<file path="src/hdl/square_path_heading_sequencer_core_defines.svh">
// assertion macros for the square path heading sequencer
`ifndef SQUARE_PATH_HEADING_SEQUENCER_CORE_DEFINES_SVH
`define SQUARE_PATH_HEADING_SEQUENCER_CORE_DEFINES_SVH

`ifndef ASSERT_OFF
// checked on every clock edge once reset is released
`define SPHS_ASSERT(label, prop, msg) \
  label: assert property (@(posedge clk_i) disable iff (!rst_ni) (prop)) else $error(msg);
// checked on every clock edge, reset included
`define SPHS_ASSERT_ALWAYS(label, prop, msg) \
  label: assert property (@(posedge clk_i) (prop)) else $error(msg);
`else
`define SPHS_ASSERT(label, prop, msg)
`define SPHS_ASSERT_ALWAYS(label, prop, msg)
`endif

`endif

</file>
<file path="src/hdl/sphs_pkg.sv">
package sphs_pkg;

  // fraction bits of angles and commands
  localparam int unsigned AngleFracBits = 12;

  localparam int unsigned HeadingW = 16;
  localparam int unsigned CmdW     = 16;
  localparam int unsigned SpeedW   = 15;
  localparam int unsigned TolW     = 15;
  localparam int unsigned GainW    = 8;
  localparam int unsigned TicksW   = 10;
  localparam int unsigned CfgDataW = 15;
  localparam int unsigned CfgIdxW  = 2;

  // heading error and rounded product widths
  localparam int unsigned ErrW    = 18;
  localparam int unsigned ErrMagW = ErrW - 1;
  localparam int unsigned ProdW   = ErrW + GainW + 1;
  localparam int unsigned ScaledW = ProdW - 8;

  // rounded targets
  localparam longint unsigned HalfPiRaw =
    ((64'd15708 << AngleFracBits) + 64'd5000) / 64'd10000;
  localparam longint unsigned PiRaw =
    ((64'd314159 << AngleFracBits) + 64'd50000) / 64'd100000;
  localparam logic signed [ErrW-1:0] HalfPiQ = ErrW'(HalfPiRaw);
  localparam logic signed [ErrW-1:0] PiQ     = ErrW'(PiRaw);

  // register indexes
  typedef enum logic [CfgIdxW-1:0] {
    CFG_HEADING_GAIN      = 2'd0,
    CFG_DRIVE_SPEED       = 2'd1,
    CFG_HEADING_TOLERANCE = 2'd2,
    CFG_LEG_TICKS         = 2'd3
  } cfg_idx_e;

  localparam logic [GainW-1:0]  GainRst   = 8'd179;
  localparam logic [SpeedW-1:0] SpeedRst  = 15'd819;
  localparam logic [TolW-1:0]   TolRst    = 15'd410;
  localparam logic [TicksW-1:0] TicksRst  = 10'd100;

  // path modes: even ones turn, odd ones drive
  typedef enum logic [2:0] {
    MODE_TURN0    = 3'd0,
    MODE_DRIVE0   = 3'd1,
    MODE_TURN90   = 3'd2,
    MODE_DRIVE90  = 3'd3,
    MODE_TURN180  = 3'd4,
    MODE_DRIVE180 = 3'd5,
    MODE_TURN270  = 3'd6,
    MODE_DRIVE270 = 3'd7
  } mode_e;

endpackage

</file>
<file path="src/hdl/square_path_heading_sequencer_core.sv">
// square path heading sequencer
//
// input channel: one item per control tick, carrying pose_seen_i and the
// signed q3.12 heading_i, taken at a clock edge with in_valid_i high and
// in_stall_o low. an item with pose_seen_i low is taken and dropped: no
// result and no change of the path mode or leg count.
// output channel: one item per tick with a pose, holding linear_cmd_o,
// angular_cmd_o and the mode after the tick, taken when out_valid_o is
// high and out_stall_i is low.
// configuration: cfg_we_i writes cfg_data_i into the register picked by
// cfg_idx_i; write only while no item is in flight.
// each item passes through the input register, then one pass of error,
// gain multiply, saturation and mode update into the result register.
// throughput: one item per cycle while the receiver does not stall, set by
// the single 9x18 multiply between the two registers.
// a stalled receiver holds the result register; the input register still
// takes one more item, after which in_stall_o follows out_stall_i.
// reset: mode 0 (turn to heading zero), leg count 0, registers at their
// defaults, both pipeline stages empty.
`include "square_path_heading_sequencer_core_defines.svh"

module square_path_heading_sequencer_core (
  input  logic                             clk_i,
  input  logic                             rst_ni,
  // configuration write port
  input  logic                             cfg_we_i,
  input  logic [sphs_pkg::CfgIdxW-1:0]     cfg_idx_i,
  input  logic [sphs_pkg::CfgDataW-1:0]    cfg_data_i,
  // input items
  input  logic                             in_valid_i,
  output logic                             in_stall_o,
  input  logic                             pose_seen_i,
  input  logic signed [sphs_pkg::HeadingW-1:0] heading_i,
  // result items
  output logic                             out_valid_o,
  input  logic                             out_stall_i,
  output logic [sphs_pkg::SpeedW-1:0]      linear_cmd_o,
  output logic signed [sphs_pkg::CmdW-1:0] angular_cmd_o,
  output logic [2:0]                       mode_o
);
  import sphs_pkg::*;

  // configuration registers
  logic [GainW-1:0]  gain_q;
  logic [SpeedW-1:0] speed_q;
  logic [TolW-1:0]   tol_q;
  logic [TicksW-1:0] ticks_q;

  // sequencer state
  mode_e             mode_q, mode_d;
  logic [TicksW-1:0] leg_q, leg_d;

  // input stage (only ticks with a pose are kept)
  logic                       in_vld_q;
  logic signed [HeadingW-1:0] heading_q;

  // result stage
  logic                     out_vld_q;
  logic [SpeedW-1:0]        lin_q, lin_d;
  logic signed [CmdW-1:0]   ang_q, ang_d;
  mode_e                    out_mode_q;

  logic in_take;
  logic adv;

  // datapath signals
  logic signed [HeadingW:0] h_ext;
  logic signed [HeadingW:0] h_abs;
  logic signed [ErrW-1:0]   err;
  logic [ErrMagW-1:0]       err_mag;
  logic signed [ProdW-1:0]  gain_w, err_w, prod;
  logic signed [ScaledW-1:0] scaled, ang_pre;
  logic [TicksW-1:0]        leg_inc, leg_lim;
  logic                     turn_done;

  // the result register loads when the input stage holds an item and the result register is empty or its item is taken
  assign adv        = in_vld_q && (!out_vld_q || !out_stall_i);
  assign in_stall_o = in_vld_q && out_vld_q && out_stall_i;
  assign in_take    = in_valid_i && !in_stall_o;

  // heading error against the current leg's target
  always_comb begin
    h_ext = (HeadingW + 1)'(heading_q);
    h_abs = heading_q[HeadingW-1] ? -h_ext : h_ext;
    unique case (mode_q)
      MODE_TURN0, MODE_DRIVE0:     err = -ErrW'(h_ext);
      MODE_TURN90, MODE_DRIVE90:   err = HalfPiQ - ErrW'(h_ext);
      MODE_TURN180, MODE_DRIVE180: err = PiQ - ErrW'(h_abs);
      MODE_TURN270, MODE_DRIVE270: err = -HalfPiQ - ErrW'(h_ext);
      default:                     err = '0;
    endcase
    err_mag = err[ErrW-1] ? ErrMagW'(-err) : ErrMagW'(err);
  end

  // proportional term, rounded to nearest with halves up, then saturated
  always_comb begin
    gain_w = ProdW'({1'b0, gain_q});
    err_w  = ProdW'(err);
    prod   = gain_w * err_w + ProdW'(128);
    scaled = prod[ProdW-1:8];
    // the pi turn steers by the mirrored error when heading is negative
    if (mode_q == MODE_TURN180 && heading_q[HeadingW-1]) begin
      ang_pre = -scaled;
    end else begin
      ang_pre = scaled;
    end
    priority if (ang_pre > ScaledW'(32767)) begin
      ang_d = 16'sh7fff;
    end else if (ang_pre < -ScaledW'(32768)) begin
      ang_d = -16'sh8000;
    end else begin
      ang_d = ang_pre[CmdW-1:0];
    end
    lin_d = mode_q[0] ? speed_q : '0;
  end

  // mode and leg count update
  always_comb begin
    leg_inc   = leg_q + TicksW'(1);
    leg_lim   = (ticks_q == '0) ? TicksW'(1) : ticks_q;
    turn_done = (err_mag < ErrMagW'(tol_q));
    mode_d    = mode_q;
    leg_d     = leg_q;
    if (mode_q[0]) begin
      if (leg_inc >= leg_lim) begin
        leg_d  = '0;
        mode_d = mode_e'(mode_q + 3'd1);
      end else begin
        leg_d  = leg_inc;
      end
    end else if (turn_done) begin
      mode_d = mode_e'(mode_q + 3'd1);
    end
  end

  // configuration registers
  always_ff @(posedge clk_i or negedge rst_ni) begin
    if (!rst_ni) begin
      gain_q  <= GainRst;
      speed_q <= SpeedRst;
      tol_q   <= TolRst;
      ticks_q <= TicksRst;
    end else if (cfg_we_i) begin
      unique case (cfg_idx_e'(cfg_idx_i))
        CFG_HEADING_GAIN:      gain_q  <= cfg_data_i[GainW-1:0];
        CFG_DRIVE_SPEED:       speed_q <= cfg_data_i[SpeedW-1:0];
        CFG_HEADING_TOLERANCE: tol_q   <= cfg_data_i[TolW-1:0];
        CFG_LEG_TICKS:         ticks_q <= cfg_data_i[TicksW-1:0];
        default: ;
      endcase
    end
  end

  // control state of both stages and the sequencer
  always_ff @(posedge clk_i or negedge rst_ni) begin
    if (!rst_ni) begin
      in_vld_q  <= 1'b0;
      out_vld_q <= 1'b0;
      mode_q    <= MODE_TURN0;
      leg_q     <= '0;
    end else begin
      if (in_take) begin
        in_vld_q <= pose_seen_i;
      end else if (adv) begin
        in_vld_q <= 1'b0;
      end
      if (adv) begin
        out_vld_q <= 1'b1;
        mode_q    <= mode_d;
        leg_q     <= leg_d;
      end else if (!out_stall_i) begin
        out_vld_q <= 1'b0;
      end
    end
  end

  // payload registers
  always_ff @(posedge clk_i) begin
    if (in_take) begin
      heading_q <= heading_i;
    end
    if (adv) begin
      lin_q      <= lin_d;
      ang_q      <= ang_d;
      out_mode_q <= mode_d;
    end
  end

  assign out_valid_o   = out_vld_q;
  assign linear_cmd_o  = lin_q;
  assign angular_cmd_o = ang_q;
  assign mode_o        = out_mode_q;

  // the leg counter only runs in drive modes
  `SPHS_ASSERT(a_leg_in_drive, (leg_q != '0) |-> mode_q[0], "leg count set in a turn mode")
  // the last result shows the mode the sequencer now holds
  `SPHS_ASSERT(a_mode_shown, adv |=> (out_mode_q == mode_q), "result mode differs from state")
  // the mode moves only when an item passes into the result register
  `SPHS_ASSERT(a_mode_moves, !$stable(mode_q) |-> $past(adv), "mode changed without an item")

endmodule

</file>
<file path="config.mk">
export PLATFORM = sky130hd
export DESIGN_NAME = square_path_heading_sequencer_core
export DESIGN_NICKNAME = d
export VERILOG_FILES = /design/src/hdl/sphs_pkg.sv /design/src/hdl/square_path_heading_sequencer_core.sv
export VERILOG_INCLUDE_DIRS = /design/src /design/src/hdl
export SDC_FILE = /design/constraint.sdc
export NUM_CORES = 1
export LEC_CHECK = 0
export BUFFER_PORTS_ARGS = -buffer_cell sky130_fd_sc_hd__buf_4
export CORE_ASPECT_RATIO = 0.6
export CORE_UTILIZATION = 26
export CTS_CLUSTER_DIAMETER = 100
export DETAILED_ROUTE_END_ITERATION = 8
export GPL_TIMING_DRIVEN = 1
export PLACE_DENSITY_LB_ADDON = 0.08
export SYNTH_ARGS = -nofsm -noshare
export SYNTH_HDL_FRONTEND = slang
export SYNTH_SLANG_ARGS = --single-unit
</file>
<file path="constraint.sdc">
create_clock -name clk_i -period 13.16 [get_ports clk_i]
set_input_delay 3.29 -clock clk_i [delete_from_list [all_inputs] [get_ports clk_i]]
set_output_delay 3.29 -clock clk_i [all_outputs]
set_load 0.005 [all_outputs]
</file>
== After elaboration in Yosys (flattened, before gate mapping) ==
Cells that the tools add are included.

* Bits in registers: 113
* Input port bits: 39

* Add/subtract/negate cells: 10
* Multiply operators: 1
* Order comparisons: 4
* Eq/ne operators: 11
* Multiplexer cells: 14
* Reductions and logical operators: 22

{| class="wikitable"
|+ Operators by type and width
! kind !! count
|-
| $pmux W18 S4 || 1
|-
| $mux W17 || 2
|-
| $sub A14 B16 Y17 const A || 2
|-
| $add A27 B9 Y27 const B || 1
|-
| $mul A9 B18 Y27 || 1
|-
| $mux W10 || 2
|-
| $gt A19 B16 Y1 const B || 1
|-
| $lt A19 B16 Y1 const B || 1
|-
| $mux W19 || 1
|-
| $neg A19 Y19 || 1
|-
| $neg A16 Y18 || 1
|-
| $sub A15 B17 Y18 const A || 1
|-
| $lt A17 B15 Y1 || 1
|-
| $neg A16 Y17 || 1
|-
| $neg A17 Y17 || 1
|-
| $mux W16 || 1
|-
| $eq A3 B3 Y1 const B || 4
|-
| $add A10 B1 Y10 const B || 1
|-
| $ge A10 B10 Y1 || 1
|-
| $logic_not A10 Y1 || 1
|-
| $reduce_and A2 Y1 || 5
|-
| $mux W3 || 3
|-
| $reduce_or A2 Y1 || 4
|-
| $eq A3 B2 Y1 const B || 2
|-
| 12 further kinds || 22
|}

== Depth between registers and ports, before layout ==
* Depth in word-level cells: 10
* Mapped depth: 38
* Gate-level depth less buffers: 33

== Worst setup path after synthesis ==
Ideal clock, no wire load.

* Kind: flip-flop to flip-flop
* Start point: register heading_q[0]
* End point: register ang_q[10], in the netlist angular_cmd_o[10], data pin
* Library setup time: 0.270 ns
* Data arrival time: 9.082 ns
* Data required time: 12.890 ns
* Setup slack: 3.808 ns
* Stages on the path, launching flop included: 37
* Buffers on the path: 6
* Cell sequence: edfxtp_1 clkbuf_1 buf_2 clkbuf_1 inv_1 ha_1 mux2i_1 ha_1 nand3b_1 o31ai_1 nor3_1 a21o_1 a21oi_1 o31ai_1 clkbuf_1 nand2_1 fa_1 inv_1 fa_1 fa_1 fa_1 ha_1 ha_1 clkbuf_1 and2_1 o21ai_0 a211o_1 a22oi_1 mux2i_1 nor4_1 nand3_1 nand3b_1 o31ai_1 xnor2_1 a21boi_1 clkbuf_1 a21oi_1

* Cells in the longest elaborated chain, start to end: 10

{| class="wikitable"
|+ RTL lines
! what !! RTL line !! RTL
|-
| from (decl) || square_path_heading_sequencer_core.sv:55 || <nowiki>logic signed [HeadingW-1:0] heading_q;</nowiki>
|-
| from (signal assigned) || square_path_heading_sequencer_core.sv:180 || <nowiki>heading_q <= heading_i;</nowiki>
|-
| $neg A16 Y17 || square_path_heading_sequencer_core.sv:84 || <nowiki>h_abs = heading_q[HeadingW-1] ? -h_ext : h_ext;</nowiki>
|-
| $mux W17 || square_path_heading_sequencer_core.sv:84 ||
|-
| $sub A15 B17 Y18 || square_path_heading_sequencer_core.sv:88 || <nowiki>MODE_TURN180, MODE_DRIVE180: err = PiQ - ErrW'(h_abs);</nowiki>
|-
| $pmux W18 S4 * || square_path_heading_sequencer_core.sv:85 || <nowiki>unique case (mode_q)</nowiki>
|-
| $mul A9 B18 Y27 * || square_path_heading_sequencer_core.sv:99 || <nowiki>prod = gain_w * err_w + ProdW'(128);</nowiki>
|-
| $add A27 B9 Y27 * || square_path_heading_sequencer_core.sv:99 ||
|-
| $neg A19 Y19 || square_path_heading_sequencer_core.sv:103 || <nowiki>ang_pre = -scaled;</nowiki>
|-
| $mux W19 * || square_path_heading_sequencer_core.sv:102 || <nowiki>if (mode_q == MODE_TURN180 && heading_q[HeadingW-1]) begin</nowiki>
|-
| $lt A19 B16 Y1 || square_path_heading_sequencer_core.sv:109 || <nowiki>end else if (ang_pre < -ScaledW'(32768)) begin</nowiki>
|-
| $mux W16 || square_path_heading_sequencer_core.sv:109 ||
|-
| to (signal assigned) || square_path_heading_sequencer_core.sv:184 || <nowiki>ang_q <= ang_d;</nowiki>
|-
| to (decl) || square_path_heading_sequencer_core.sv:60 || <nowiki>logic signed [CmdW-1:0] ang_q, ang_d;</nowiki>
|}

Mark *: on every way between the ends. The rest lies on a longest branch, timed or not.
A chain may end at the register's enable or synchronous reset.

== Worst setup path in the final report ==
* Start point: register heading_q[1]
* End point: register ang_q[0], in the netlist angular_cmd_o[0], data pin

The elaborated chain is that of the path after synthesis.

==> impl_metrics.tcl <==
set metrics [dict create \
    status "complete, no violations" \
    ys_ff_latch 113 \
    clock-sinks 113 \
    place_area_sq_um 14810 \
    finalMaxSlewViolations 0 \
    cp_common_cell "fa_1" \
    dr_total_vias 10770 \
    worst_ep_arrival_time_ps 11330 \
    first_pass_iters 6 \
    antenna_left 0 \
    syn_area_sq_um 13590 \
    path_max_fanout 17 \
    synthesis.instances 1480 \
    fmax_mhz 89.43 \
    synth_edf_count 50 \
    routed_via_density 4.877 \
    cap_violations 0 \
    use_met1_pct 24.04 \
    hold_buffers 0 \
    ys_warn_count 0 \
    grt_max_degree 64 \
    path_clk_slew_ps 60 \
    busiest_layer "met1" \
    synth_xor_area_share_pct 6.179 \
    met2_usage_pct 21.60 \
    synth_area_leaders "fa_1, edfxtp_1, ha_1, dfrtp_1, mux2_2" \
    cts-root-buf "clkbuf_16" \
    synth_compound_area_share_pct 15.48 \
    async_flop_share_pct 55.75 \
    grt_pass1_vias 10750 \
    setup_tns_ps 0 \
    finalInstanceArea_sq_um 15400 \
    antenna_cells 0 \
    stdcell_count 2209 \
    syn_area_per_cell_sq_um 9.181 \
    fin_skew_ps 17.81 \
    synth.area.mux_share_pct 4.429 \
    start_util_pct 26.51 \
    hold_path_class "reg2reg" \
    setup_viol 0 \
    clk_path_buf_depth 2 \
    use_met3_pct 2.702 \
    cts_resized 0 \
    synthSimpleGateAreaFrac_pct 17.97 \
    ff2ff_setup_slack_ps 1980 \
    grt.total_usage_pct 15.54 \
    die_w_microns 297.1 \
    worstMarginPinSlew_ps 1262 \
    fin_nets 1763 \
    area_growth_pct 13.37 \
    htree_levels 4 \
    fin_crit_ps 11180 \
    antenna_found_initial 1 \
    synthFlopType "edfxtp_1" \
    reg2regPathDepth 32 \
    layout-drive-gt1-share_pct 14.51 \
    grt_pass1_wl_microns 63690 \
    dieArea_sq_um 53210 \
    fin_ws_ps 1978 \
    crit_path_max_incr_delay_ps 1020 \
    cts_tree "built" \
    regToRegStartpoint "heading_q[1]" \
    dp_cells 2177 \
    gp_congestion 0.8057 \
    wl_microns 39520 \
    wl_per_cell_microns 17.89 \
    std_cell_rows 64 \
    slowest_stage "a21boi_1" \
    synth-seq-area-share_pct 22.83 \
    core_area_sq_um 51250 \
    synth_top_family_by_area "adder cells" \
    relSlewSlack_pct 15.70 \
    required_ps 13310 \
    drc_errors 0 \
    die_y_microns 179.1 \
    cp-start-kind "register" \
    place_worst_setup_slack_ps 2105 \
    worstSetupStartpoint "heading_q[1]" \
    postCtsSetupBuffers 0 \
    synth_commonest_cells "inv_1, nand2_1, ha_1" \
    insertion_delay_ps 460 \
    reg2reg_to "angular_cmd_o[0]" \
    hold_viol 0 \
    grt_setup_unrepaired "no" \
    synth_cell_type_count 87 \
    synth_top_area_share_pct 16.21 \
    crit_type "reg2reg" \
    synth_most_common_cell "inv_1" \
    synth_fa_ha_area_share_pct 26.43 \
    numCtsBuffers 17 \
    dp_hpwl_microns 30810 \
    synth_nets 1740 \
    port_buffers 74 \
    synth_top_cell_by_area "fa_1" \
    ios 75 \
    endpoint_kind "register" \
    crit_end "angular_cmd_o[0]" \
    drt_iter0_drc 600 \
    period_share_pct 84.97 \
    grt_overflow 0 \
]
[how the worst min path moves through the flow]
stage | from | end | slack [ps] | depth (start not counted)
finish | in_vld_q | out_valid_o | 480 | 1
detailed placement | in_vld_q | out_valid_o | 470 | 1
global route | in_vld_q | out_valid_o | 500 | 1
floorplan | in_vld_q | out_valid_o | 450 | 1
global placement | in_vld_q | out_valid_o | 460 | 1
CTS | in_vld_q | out_valid_o | 490 | 1
[flip-flops by register name, indices dropped and copies added, names as in the netlist]
name / flops
angular_cmd_o: 16
heading_q: 16
linear_cmd_o: 15
speed_q: 15
tol_q: 15
leg_q: 10
ticks_q: 10
gain_q: 8
mode_o: 3
mode_q: 3
in_vld_q: 1
out_valid_o: 1
[critical path: cells and delay by family, from the launching register on]
| family | cells | cell delay [ps] |
|---|---|---|
| xor+xnor | 2 | 340 |
| simple gates | 10 | 3480 |
| flops | 1 | 750 |
| buf+inv | 3 | 410 |
| compound gates | 7 | 2070 |
| fa+ha+maj | 9 | 3650 |
| mux | 1 | 150 |
[per-layer routing]
metal	up-vias	routed length, microns
li1	5220	-
met1	5302	21960
met2	223	15320
met3	28	1634
met4	0	599
met5	-	0
[final cells by class]
cell class	count	area [sq um]
Clock buffer	19	442.9
Clock inverter	13	148.9
Fill cell	5425	35840
Inverter	146	548.0
Multi-Input combinational cell	1132	9598
Sequential cell	113	3102
Tap cell	693	867.1
Timing Repair Buffer	93	698.2
[metrics by stage]
| stage | hold slack, ps | utilization (%) |
|---|---|---|
| after global routing | 496.3 | 30.06 |
| after detailed placement | 472.7 | 28.90 |
| after global placement | 463.1 | 28.90 |
| final | 481.5 | 30.06 |
| after CTS | 485.4 | 30.06 |
| after floorplan | 450.6 | - |
[placed cells by master, fill, tap and decap left out, drive strengths merged, types with 6 or more instances in the layout]
cell    count
nor2b      19
or3        12
ha        111
and2       88
clkbuf     19
nand3b      6
a41oi       6
o22ai       8
xnor2      57
buf        93
o21a       11
a21o       19
nand2b     19
nor3       30
a211o       7
fa        110
a31oi      15
nand2     136
edfxtp     50
mux2       49
nand4      21
o221ai     10
or2         7
nor4       13
xor2       38
a211oi      8
a221o       8
inv       153
and3       19
o211ai     13
dfstp      19
o21ai      56
nor2       51
nand3      31
dfrtp      44
a21oi      57
o31ai      11
[kinds of logic (layout without fill, tap and decap cells)]
group	Yosys count	after routing
AO/OA/AOI/OAI	293	293
flip-flops	113	113
adder cells (fa/ha/maj)	221	221
XOR/XNOR	95	95
multiplexers	54	54
AND/OR/NAND/NOR	469	469
buffers and inverters	235	271
Power is left out: the tool's default activity adds up to more than one toggle a clock period on the data nets, which glitch-free logic cannot reach.
